[src/rtl/core/tdhr_pkg.sv]
// Shared types, character constants and the hex-character function for the
// decimal-to-hex text rewriter. No dependencies.
`default_nettype none

package tdhr_pkg;

  localparam logic [7:0] CH_ZERO = 8'h30;
  localparam logic [7:0] CH_NINE = 8'h39;
  localparam logic [7:0] CH_X    = 8'h78;
  localparam logic [7:0] CH_LOWER_A_OFFSET = 8'h57;  // 'a' - 10

  // Work flags of one queued item.
  typedef struct packed {
    logic has_hex;   // emit "0x" and hex digits
    logic has_byte;  // emit the carried byte last
    logic eot;       // final result closes the string
  } entry_flags_t;

  localparam int FLAGS_W = $bits(entry_flags_t);

  // Serializer phase for the item at the queue head.
  typedef enum logic [1:0] {
    PH_IDLE,
    PH_X,
    PH_HEX,
    PH_CHAR
  } phase_t;

  function automatic logic [7:0] hex_char(input logic [3:0] nib);
    logic [7:0] wide;
    wide = {4'd0, nib};
    if (nib < 4'd10) begin
      return CH_ZERO + wide;
    end
    return CH_LOWER_A_OFFSET + wide;
  endfunction

endpackage

`default_nettype wire

[src/rtl/core/tdhr_queue.sv]
// Short register queue between front and back of the text rewriter.
// Depends on nothing but its parameters.
`default_nettype none

module tdhr_queue #(
  parameter int WIDTH = 43,
  parameter int DEPTH = 4
) (
  input  wire logic             clk,
  input  wire logic             rst,
  input  wire logic             push,
  input  wire logic [WIDTH-1:0] push_data,
  output logic                  full,
  input  wire logic             pop,
  output logic                  head_valid,
  output logic [WIDTH-1:0]      head
);

  localparam int PTR_W = (DEPTH > 1) ? $clog2(DEPTH) : 1;
  localparam int CNT_W = $clog2(DEPTH + 1);

  logic [WIDTH-1:0] mem [DEPTH];
  logic [PTR_W-1:0] wr_ptr;
  logic [PTR_W-1:0] rd_ptr;
  logic [CNT_W-1:0] count;
  logic [CNT_W-1:0] count_next;

  function automatic logic [PTR_W-1:0] ptr_inc(input logic [PTR_W-1:0] p);
    if (p == PTR_W'(DEPTH - 1)) begin
      return '0;
    end
    return p + 1'b1;
  endfunction

  assign full       = (count == CNT_W'(DEPTH));
  assign head_valid = (count != '0);
  assign head       = mem[rd_ptr];

  always_comb begin
    case ({push, pop})
      2'b10:   count_next = count + 1'b1;
      2'b01:   count_next = count - 1'b1;
      default: count_next = count;
    endcase
  end

  always_ff @(posedge clk) begin
    if (rst) begin
      wr_ptr <= '0;
      rd_ptr <= '0;
      count  <= '0;
    end else begin
      count <= count_next;
      if (push) begin
        wr_ptr <= ptr_inc(wr_ptr);
      end
      if (pop) begin
        rd_ptr <= ptr_inc(rd_ptr);
      end
    end
  end

  always_ff @(posedge clk) begin
    if (push) begin
      mem[wr_ptr] <= push_data;
    end
  end

  a_no_overflow: assert property (@(posedge clk) disable iff (rst)
    !(push && full)) else $error("queue push while full");
  a_no_underflow: assert property (@(posedge clk) disable iff (rst)
    !(pop && !head_valid)) else $error("queue pop while empty");
  a_count_bound: assert property (@(posedge clk) disable iff (rst)
    count <= CNT_W'(DEPTH)) else $error("queue count out of range");

endmodule

`default_nettype wire

[src/rtl/core/tdhr_front.sv]
// Front of the text rewriter: accepts bytes, gathers digit runs into the
// accumulator and queues work for the back. Uses tdhr_pkg.
`default_nettype none

module tdhr_front #(
  parameter int VALUE_WIDTH = 32
) (
  input  wire logic                   clk,
  input  wire logic                   rst,
  input  wire logic                   in_valid,
  output logic                        in_ready,
  input  wire logic [7:0]             text_byte,
  input  wire logic                   end_of_text,
  input  wire logic                   q_full,
  output logic                        push,
  output logic [VALUE_WIDTH-1:0]      push_value,
  output logic [7:0]                  push_byte,
  output tdhr_pkg::entry_flags_t      push_flags
);

  import tdhr_pkg::*;

  logic [VALUE_WIDTH-1:0] acc;
  logic                   in_run;
  logic [VALUE_WIDTH-1:0] base;
  logic [VALUE_WIDTH-1:0] acc_dec;
  logic                   is_digit;
  logic                   accept;

  assign in_ready = !q_full;
  assign accept   = in_valid && in_ready;
  assign is_digit = (text_byte >= CH_ZERO) && (text_byte <= CH_NINE);

  // acc*10 + digit as two shifts and two adds, wrapping at VALUE_WIDTH
  assign base    = in_run ? acc : '0;
  assign acc_dec = (base << 3) + (base << 1)
                 + VALUE_WIDTH'(text_byte - CH_ZERO);

  always_comb begin
    push_value = acc;
    push_byte  = text_byte;
    push_flags = '{has_hex: in_run, has_byte: 1'b1, eot: end_of_text};
    if (is_digit) begin
      push_value = acc_dec;
      push_flags = '{has_hex: 1'b1, has_byte: 1'b0, eot: 1'b1};
    end
    // a digit without end mark only advances the run
    push = accept && !(is_digit && !end_of_text);
  end

  always_ff @(posedge clk) begin
    if (rst) begin
      acc    <= '0;
      in_run <= 1'b0;
    end else if (accept) begin
      if (is_digit && !end_of_text) begin
        acc    <= acc_dec;
        in_run <= 1'b1;
      end else begin
        acc    <= '0;
        in_run <= 1'b0;
      end
    end
  end

  a_eot_clears: assert property (@(posedge clk) disable iff (rst)
    (accept && end_of_text) |=> (!in_run && acc == '0))
    else $error("state not cleared after end of text");
  a_digit_opens: assert property (@(posedge clk) disable iff (rst)
    (accept && is_digit && !end_of_text) |=> in_run)
    else $error("digit did not open a run");
  a_push_needs_accept: assert property (@(posedge clk) disable iff (rst)
    push |-> (in_valid && !q_full))
    else $error("push without accepted item");

endmodule

`default_nettype wire

[src/rtl/core/tdhr_back.sv]
// Back of the text rewriter: serializes each queued item into what it
// flags of "0x", hex digits without leading zeros, byte. Uses tdhr_pkg.
`default_nettype none

module tdhr_back #(
  parameter int VALUE_WIDTH = 32
) (
  input  wire logic                   clk,
  input  wire logic                   rst,
  input  wire logic                   q_valid,
  input  wire logic [VALUE_WIDTH-1:0] q_value,
  input  wire logic [7:0]             q_byte,
  input  wire tdhr_pkg::entry_flags_t q_flags,
  output logic                        pop,
  output logic                        out_valid,
  input  wire logic                   out_ready,
  output logic [7:0]                  out_byte,
  output logic                        last_of_run,
  output logic                        text_done
);

  import tdhr_pkg::*;

  localparam int HEX_DIGITS = (VALUE_WIDTH + 3) / 4;
  localparam int IDX_W      = $clog2(HEX_DIGITS);
  localparam int PAD_W      = HEX_DIGITS * 4;

  phase_t           phase;
  phase_t           phase_next;
  logic [IDX_W-1:0] idx;
  logic [IDX_W-1:0] idx_next;
  logic [IDX_W-1:0] msd;
  logic [PAD_W-1:0] padded;
  logic [3:0]       nib;
  logic             load;
  logic             step;
  logic [7:0]       ch;
  logic             last;

  assign padded = PAD_W'(q_value);
  assign nib    = padded[{idx, 2'b00} +: 4];
  assign load   = !out_valid || out_ready;
  assign step   = load && q_valid;

  // most significant nonzero digit; zero value leaves digit 0
  always_comb begin
    msd = '0;
    for (int i = 0; i < HEX_DIGITS; i++) begin
      if (padded[i*4 +: 4] != 4'd0) begin
        msd = IDX_W'(i);
      end
    end
  end

  always_comb begin
    phase_next = phase;
    idx_next   = idx;
    pop        = 1'b0;
    ch         = q_byte;
    last       = 1'b0;
    if (step) begin
      case (phase)
        PH_IDLE: begin
          if (q_flags.has_hex) begin
            ch         = CH_ZERO;
            idx_next   = msd;
            phase_next = PH_X;
          end else begin
            last = 1'b1;
            pop  = 1'b1;
          end
        end
        PH_X: begin
          ch         = CH_X;
          phase_next = PH_HEX;
        end
        PH_HEX: begin
          ch = hex_char(nib);
          if (idx == '0) begin
            if (q_flags.has_byte) begin
              phase_next = PH_CHAR;
            end else begin
              last       = 1'b1;
              pop        = 1'b1;
              phase_next = PH_IDLE;
            end
          end else begin
            idx_next = idx - 1'b1;
          end
        end
        PH_CHAR: begin
          last       = 1'b1;
          pop        = 1'b1;
          phase_next = PH_IDLE;
        end
        default: phase_next = PH_IDLE;
      endcase
    end
  end

  always_ff @(posedge clk) begin
    if (rst) begin
      phase     <= PH_IDLE;
      idx       <= '0;
      out_valid <= 1'b0;
    end else begin
      phase <= phase_next;
      idx   <= idx_next;
      if (load) begin
        out_valid <= q_valid;
      end
    end
  end

  always_ff @(posedge clk) begin
    if (step) begin
      out_byte    <= ch;
      last_of_run <= last;
      text_done   <= last && q_flags.eot;
    end
  end

  a_busy_has_head: assert property (@(posedge clk) disable iff (rst)
    (phase != PH_IDLE) |-> q_valid)
    else $error("serializer busy with empty queue");
  a_hex_phase_flag: assert property (@(posedge clk) disable iff (rst)
    (phase == PH_X || phase == PH_HEX) |-> q_flags.has_hex)
    else $error("hex phase on item without number");
  a_char_phase_flag: assert property (@(posedge clk) disable iff (rst)
    (phase == PH_CHAR) |-> q_flags.has_byte)
    else $error("byte phase on item without byte");
  a_done_is_last: assert property (@(posedge clk) disable iff (rst)
    (out_valid && text_done) |-> last_of_run)
    else $error("text_done without last_of_run");

endmodule

`default_nettype wire

[src/rtl/core/text_decimal_to_hex_rewriter_core.sv]
// Top level of the decimal-to-hex text rewriter: front, queue and back.
// Depends on tdhr_pkg, tdhr_front, tdhr_queue and tdhr_back.
//
// Text bytes enter one per cycle while the queue has room. Non-digits pass
// through; a run of decimal digits is gathered modulo 2^VALUE_WIDTH and
// written back as "0x" plus lowercase hex without leading zeros, then the
// byte that ended the run. Input side: one item per cycle while the queue
// has room; a digit that does not close a run is taken and gives nothing.
// Output side: one result per cycle while out_ready and queued work allow;
// a number gives "0x" and 1 to (VALUE_WIDTH+3)/4 digits, plus its ending byte.
// The QUEUE_DEPTH-entry queue lets input run ahead while the serializer
// works through a number; when it fills, in_ready drops until a slot frees.
`default_nettype none

module text_decimal_to_hex_rewriter_core #(
  parameter int VALUE_WIDTH = 32,
  parameter int QUEUE_DEPTH = 4
) (
  input  wire logic       clk,
  input  wire logic       rst,
  input  wire logic       in_valid,
  output logic            in_ready,
  input  wire logic [7:0] text_byte,
  input  wire logic       end_of_text,
  output logic            out_valid,
  input  wire logic       out_ready,
  output logic [7:0]      out_byte,
  output logic            last_of_run,
  output logic            text_done
);

  import tdhr_pkg::*;

  localparam int ENTRY_W = VALUE_WIDTH + 8 + FLAGS_W;

  logic                   push;
  logic [VALUE_WIDTH-1:0] push_value;
  logic [7:0]             push_byte;
  entry_flags_t           push_flags;
  logic                   q_full;
  logic                   q_valid;
  logic                   pop;
  logic [ENTRY_W-1:0]     q_head;
  logic [VALUE_WIDTH-1:0] q_value;
  logic [7:0]             q_byte;
  entry_flags_t           q_flags;

  assign q_value = q_head[ENTRY_W-1 -: VALUE_WIDTH];
  assign q_byte  = q_head[FLAGS_W +: 8];
  assign q_flags = entry_flags_t'(q_head[FLAGS_W-1:0]);

  tdhr_front #(
    .VALUE_WIDTH(VALUE_WIDTH)
  ) u_front (
    .clk        (clk),
    .rst        (rst),
    .in_valid   (in_valid),
    .in_ready   (in_ready),
    .text_byte  (text_byte),
    .end_of_text(end_of_text),
    .q_full     (q_full),
    .push       (push),
    .push_value (push_value),
    .push_byte  (push_byte),
    .push_flags (push_flags)
  );

  tdhr_queue #(
    .WIDTH(ENTRY_W),
    .DEPTH(QUEUE_DEPTH)
  ) u_queue (
    .clk       (clk),
    .rst       (rst),
    .push      (push),
    .push_data ({push_value, push_byte, push_flags}),
    .full      (q_full),
    .pop       (pop),
    .head_valid(q_valid),
    .head      (q_head)
  );

  tdhr_back #(
    .VALUE_WIDTH(VALUE_WIDTH)
  ) u_back (
    .clk        (clk),
    .rst        (rst),
    .q_valid    (q_valid),
    .q_value    (q_value),
    .q_byte     (q_byte),
    .q_flags    (q_flags),
    .pop        (pop),
    .out_valid  (out_valid),
    .out_ready  (out_ready),
    .out_byte   (out_byte),
    .last_of_run(last_of_run),
    .text_done  (text_done)
  );

endmodule

`default_nettype wire
[config.mk]
export PLATFORM = sky130hd
export DESIGN_NAME = text_decimal_to_hex_rewriter_core
export DESIGN_NICKNAME = d
export VERILOG_FILES = /design/src/rtl/core/tdhr_pkg.sv /design/src/rtl/core/tdhr_queue.sv /design/src/rtl/core/tdhr_front.sv /design/src/rtl/core/tdhr_back.sv /design/src/rtl/core/text_decimal_to_hex_rewriter_core.sv
export SDC_FILE = /design/constraint.sdc
export NUM_CORES = 1
export LEC_CHECK = 0
export BUFFER_PORTS_ARGS = -buffer_cell sky130_fd_sc_hd__buf_2
export CAP_MARGIN = 20
export CORE_UTILIZATION = 63
export CTS_CLUSTER_DIAMETER = 50
export DETAILED_ROUTE_END_ITERATION = 7
export PLACE_DENSITY = 0.87
export SLEW_MARGIN = 15
export SYNTH_ARGS = -nofsm -noshare
export SYNTH_HDL_FRONTEND = slang
export SYNTH_HIERARCHICAL = 1
export SYNTH_SLANG_ARGS = --single-unit
[constraint.sdc]
create_clock -name clk -period 6.2 [get_ports clk]
set_clock_uncertainty 0.15 [all_clocks]
set_input_delay 0.31 -clock clk [delete_from_list [all_inputs] [get_ports clk]]
set_output_delay 0.31 -clock clk [all_outputs]
set_load 0.01 [all_outputs]
Word-level counts from Yosys, hierarchy flattened
Memories as Yosys holds them, arrays and structs flattened. A register that Yosys moved wholly into a read port is not among the register bits. Index checks and enable logic that the tools add are counted.

Shift-type cells: 1. Multiplexer cells: 46. Add/subtract/negate cells: 10. Equal/unequal tests: 11. Reductions and logical operators: 25. Order comparisons: 3.

Operators by type and width (count): 32-bit adder (2); 32-bit 2-to-1 mux (2); 32-bit by 6-bit indexed part select with 4-bit output (1); 31-bit 2-to-1 mux (1); 4-bit nonzero test (7); 8-bit 2-to-1 mux (3); 8-bit case mux with 3 select lines (1); 2-bit 2-to-1 mux (11); 3-bit 2-to-1 mux (7); 1-bit 2-to-1 mux (17); 3-bit case mux with 2 select lines (2); 2-bit == test, second input constant (5); 8-bit by 6-bit subtractor with 9-bit output, second input constant (1); 7-bit by 4-bit adder with 8-bit output, first input constant (1); 8-bit by 6-bit greater-or-equal comparator with 1-bit output, second input constant (1); 8-bit by 6-bit <= comparator with 1-bit output, second input constant (1); 2-bit case mux with 4 select lines (1); 6-bit by 4-bit adder with 7-bit output, first input constant (1); 1-bit logical AND (6); 3-bit by 1-bit subtractor with 3-bit output, second input constant (2); 2-bit by 1-bit adder with 2-bit output, second input constant (2); 2-bit by 1-bit == test with 1-bit output, second input constant (2); 1-bit logical NOT (4); 4-bit < comparator, second input constant (1); other kinds (12) (14).

Bits in writable memories: 172. Logic and storage cells: 108. Input port bits: 13. Memories kept: 1. Register bits: 56.

Memory list: u_queue.mem (words 4, bits a word 43, read ports 1, clocked after Yosys merged registers in 1, write ports 1, RTL line tdhr_queue.sv:22) `logic [WIDTH-1:0] mem [DEPTH];`.

Longest topological paths before layout
Depth in word-level cells: 10. Depth in mapped cells: 14. Depth with buffers taken out: 13.

Cells and area by module
The synthesis kept the hierarchy.

Modules (own cells, without submodules): tdhr_queue (area an instance 6697.7 µm², times used 1, cells an instance 268); tdhr_front (area an instance 4309.1 µm², times used 1, cells an instance 548); tdhr_back (area an instance 1211.2 µm², times used 1, cells an instance 111).

Worst setup path after synthesis
OpenSTA, ideal clock, no wires.

Kind: input port to flip-flop. Start point: input text_byte[4]. End point: memory u_queue.mem[0][40], data pin. Path buffers: 0. Setup slack: 1.500 ns. Data required time: 5.772 ns. Arrival time: 4.272 ns. Cell stages on the path: 12. Library setup time: 0.278 ns. Path through: ha_1 or3_1 inv_1 fa_1 ha_1 a21oi_1 o21ai_0 a311oi_1 nor2_1 a211oi_1 a211o_1 nand3_1.

Longest elaborated chain between the ends: 3. Elaborated cells on any way between the ends: 6. Classes of those cells: 2 x add/sub; 2 x order compare; 1 x mux; 1 x reduce/logical.

Ends and longest elaborated chain: from (decl) (RTL line text_decimal_to_hex_rewriter_core.sv:23) `input wire logic [7:0] text_byte,`; 8-bit by 6-bit subtractor with 9-bit output (tied with other cells) (RTL line tdhr_front.sv:37) `+ VALUE_WIDTH'(text_byte - CH_ZERO);`; 32-bit adder or 1-bit logical AND (tied branches) (RTL line tdhr_front.sv:37, tdhr_front.sv:32); 32-bit 2-to-1 mux * (RTL line tdhr_front.sv:43) `if (is_digit) begin`; named net push_value[29] (RTL line text_decimal_to_hex_rewriter_core.sv:37) `logic [VALUE_WIDTH-1:0] push_value;`; to (decl) (RTL line tdhr_queue.sv:22).

The timed path passes the listed nets; every way through them passes the cells marked *.

Worst setup path after layout
Ends and elaborated chain as after synthesis.

==> results by stage <==
Layout:
- In the final layout, the multi-input gates occupy 5360 sq um.
- Of the cells placed in the final design, the portion with a size suffix greater than 1 is 15.8%.
- Leaving out fill and tap cells, the most frequent cells in the layout are 182 x sky130_fd_sc_hd__edfxtp_1, 84 x sky130_fd_sc_hd__nand2_1, 52 x sky130_fd_sc_hd__nor2_1, 46 x sky130_fd_sc_hd__dfxtp_1, 43 x sky130_fd_sc_hd__mux4_2.
- Relative to the synthesized area, the layout overhead comes to 9.40%.
- Once layout is complete, the utilization of the core stands at 71.0%.
- The total number of nets in the final design is between 1000 and 1500.
- Leaving out fill and tap cells, the most frequent cell in the layout is sky130_fd_sc_hd__edfxtp_1.
- The antenna cell count is 0.
- The layout has between 1000 and 1500 filler cells.
- The final instance area is 13400 sq um.
- The sequential cell area is about 6400 sq um.

Yosys:
- The distinct cell type count after synthesis is 76.
- The synthesized design contains 182 enable-type register cells.
- The number of storage elements in the synthesis netlist is between 200 and 250.
- The post-synthesis instance area is 12200 sq um.
- The post-synthesis net count is 1011.
- The synthesized area divided by synthesized cell count is around 13 sq um.
- The async set or reset register ratio after synthesis is 0%.
- Synthesis produced 927 cells.
- In the post-synthesis netlist, the biggest area contributors are sky130_fd_sc_hd__edfxtp_1 45%, sky130_fd_sc_hd__mux4_2 7.9%, sky130_fd_sc_hd__dfxtp_1 7.9%.
- The synthesized design devotes to its leading area cell type 44.7% of total area.
- The Yosys step of the flow raised 6 warnings.
- The sequential share of the synthesized area is 52.6%.
- The primary flip-flop cell chosen by synthesis mapping is sky130_fd_sc_hd__edfxtp_1.
- The cell type contributing the most total cell area after synthesis is sky130_fd_sc_hd__edfxtp_1.

Placed design:
- The congestion estimate from routability-driven global placement came to 0.917.
- In this run the cell area measured after placement is 12400 sq um.
- The detailed-placement wirelength estimate is 18900 microns.
- The port buffer count is 24.

Route:
- For this block, the routed nets add up to 30100 microns of wire.
- In this run the remaining antenna-violating nets after routing total 0.
- Dividing the detail-routed wire length by the instance count gives 24.5 microns.
- The total DRC errors in the routed layout is 0.
- The vias after detailed routing is 8291.
- The detailed router finished its first iteration with 888 violations.
- Using the TritonRoute via totals, the vias-per-cell ratio works out to 6.76.
- The pre-antenna-repair detailed-routing pass consisted of 5 iterations.

STA:
- Setup repair after global routing left no endpoint under its margin.
- The tightest hold path in the finished design has a slack of 81.5 ps.
- The part of the cycle the worst path needs is 86.0%.
- Timing would allow up to 0.188 GHz.
- Subtracting the final worst setup slack from the clock period gives 5330 ps.
- Headroom to the max-slew limit came out at 38.7%.
- The number of max-slew violations in the final report is 0.
- For the final routed database, the setup TNS stands at 0 ps.
- For the pin with the worst max-slew slack, the measured transition is 920 ps.
- Setup violations remaining at the end of the flow were counted as 0.
- The number of endpoints with negative hold slack in the final report is 0.

Floorplan:
- For this design the top-level I/O count stands at 25.
- The die outline width is 141 microns.
- Once the floorplan was initialized, standard cells occupied 64.9% of the core.
- The die covers 20000 sq um.
- The die is 141 microns tall.
- The floorplan has 50 rows.
- The placeable core region is 18800 sq um.

Clocking:
- The TritonCTS clock tree is yes.
- The post-CTS repair timing setup buffer count is 0.
- The clock sink total is 230.
- The H-tree depth is 1.
- The later-pin clock latency in the skew report is 540 ps.
- The clock root buffer is sky130_fd_sc_hd__clkbuf_16.
- Counting the buffers created by CTS gives 25.
- After clock tree synthesis, the clock-pin slew on the worst setup and hold paths is approximately 60 ps.
- In this run the deepest clock path goes through 3 buffers.

Critical path:
- Data on the critical path arrives at its endpoint at 5420 ps.
- The startpoint type of the worst setup path is a primary input.
- The highest net fanout along the worst path is 13.
- The category of the worst setup path capture point is a register.
- The start-to-end type of the worst setup path is primary input to register.
- STA puts the critical path data required time at roughly 6300 ps.

Power and ir drop:
- The maximum vdd ir drop is ~0.19 mV.
- Power spread over the standard cell area amounts to roughly 350 nW/um^2.
- The static leakage is 4.99 nW.

Status:
- The run finished with clean final reports.

GRT:
- The first global-routing pass estimated 46700 microns of wire.
- The initial antenna violation count is 0.
- Entering global routing, the biggest net connects 44 pins.
- The via count of the first global-routing pass is 8220.
- The overall fraction of global-route tracks in use is 31.4%.
- Global routing finished with a remaining overflow of 0.

Flow run:
- The total of max-cap violations is 0.

Worst hold path:
- The type of the worst min-delay path is primary input to register.
where the power goes:
group          switching, mW  internal [mW]
combinational          0.661          0.529
sequential             0.145           1.88
clock                  0.652          0.791
layer usage:
layer | GRT usage [%] | part of all wire [%] | vias up
li1 | - | - | 3577
met1 | 42.1 | 39 | 4058
met2 | 51.8 | 48 | 559
met3 | 4.69 | 9.0 | 97
met4 | 13.3 | 4.0 | 0
met5 | 0 | 0 | -
kinds of logic after synthesis:
family	Yosys count	synth area share [%]
AO/OA/AOI/OAI	177	9.97
buffers and inverters	85	3.56
multiplexers	76	12.0
AND/OR/NAND/NOR	261	10.8
XOR/XNOR	27	1.94
flip-flops	230	52.6
adder cells (fa/ha/maj)	71	9.11
timing repair:
item / 4_1_cts / 5_1_grt
endpoints found under the hold margin: 33 / 0
setup endpoints to repair: 0 / 0
resized for setup: 0 / 0
hold buffers: 9 / 0
worst max-delay path, cell delays in order:
cell                            delay, ps
sky130_fd_sc_hd__dlygate4sd3_1        540
sky130_fd_sc_hd__buf_2                180
sky130_fd_sc_hd__ha_1                 260
sky130_fd_sc_hd__or3_1                480
sky130_fd_sc_hd__inv_1                640
sky130_fd_sc_hd__fa_1                 530
sky130_fd_sc_hd__ha_1                 410
sky130_fd_sc_hd__a21oi_1              280
sky130_fd_sc_hd__o21ai_0              190
sky130_fd_sc_hd__a311oi_1             650
sky130_fd_sc_hd__nor2_1               100
sky130_fd_sc_hd__a211oi_1             480
sky130_fd_sc_hd__a211o_1              200
sky130_fd_sc_hd__nand3_1              150
final timing paths:
kind / depth (start not counted) / slack, ps / start / endpoint
hold reg to reg: 2 / 330 / u_front/acc[29] / u_front/acc[29]
setup / recovery: 14 / 870 / text_byte[4] / u_queue/mem[0][40]
setup reg to reg: 12 / 1720 / u_front/in_run / u_queue/mem[0][41]
hold / removal: 3 / 80 / end_of_text / u_front/acc[4]
final cells by class:
cell class | instances | share of cell area (%)
Sequential cell | 230 | 48.1
Multi-Input combinational cell | 612 | 40.1
Clock buffer | 32 | 5.03
Tap cell | 260 | 2.43
Timing Repair Buffer | 46 | 2.40
Clock inverter | 14 | 1.01
Inverter | 33 | 0.927
synthesized netlist by cell type, types with 11 or more instances:
library cell                 n
sky130_fd_sc_hd__a21o_1     19
sky130_fd_sc_hd__a21oi_1    41
sky130_fd_sc_hd__a22o_1     13
sky130_fd_sc_hd__a22oi_1    17
sky130_fd_sc_hd__and2_1     35
sky130_fd_sc_hd__clkbuf_1   32
sky130_fd_sc_hd__dfxtp_1    48
sky130_fd_sc_hd__edfxtp_1  182
sky130_fd_sc_hd__fa_1       30
sky130_fd_sc_hd__ha_1       41
sky130_fd_sc_hd__inv_1      32
sky130_fd_sc_hd__mux2i_1    11
sky130_fd_sc_hd__mux4_2     43
sky130_fd_sc_hd__nand2_1    84
sky130_fd_sc_hd__nand2b_1   11
sky130_fd_sc_hd__nand3_1    13
sky130_fd_sc_hd__nand4_1    13
sky130_fd_sc_hd__nor2_1     52
sky130_fd_sc_hd__o21ai_0    30
sky130_fd_sc_hd__xnor2_1    20
per-stage QoR:
stage          worst slack, ps  power, mW  cells
6_report                   868       4.66   1227
2_1_floorplan             1500       2.91    927
3_3_place_gp              1160       3.11   1171
4_1_cts                    988       4.63   1226
3_5_place_dp               988       3.18   1171
5_1_grt                    654       4.82   1227
flip-flops by register name, indices dropped and copies added (netlist names), 2 cells and up, named ones only:
register and flops:
u_back/phase 2, u_queue/rd_ptr 2, u_queue/count 3, u_back/idx 3, u_queue/wr_ptr 2, u_queue/mem 172, u_front/acc 32, u_back/out_byte 8
No activity file was read; power rests on OpenSTA's default activity.
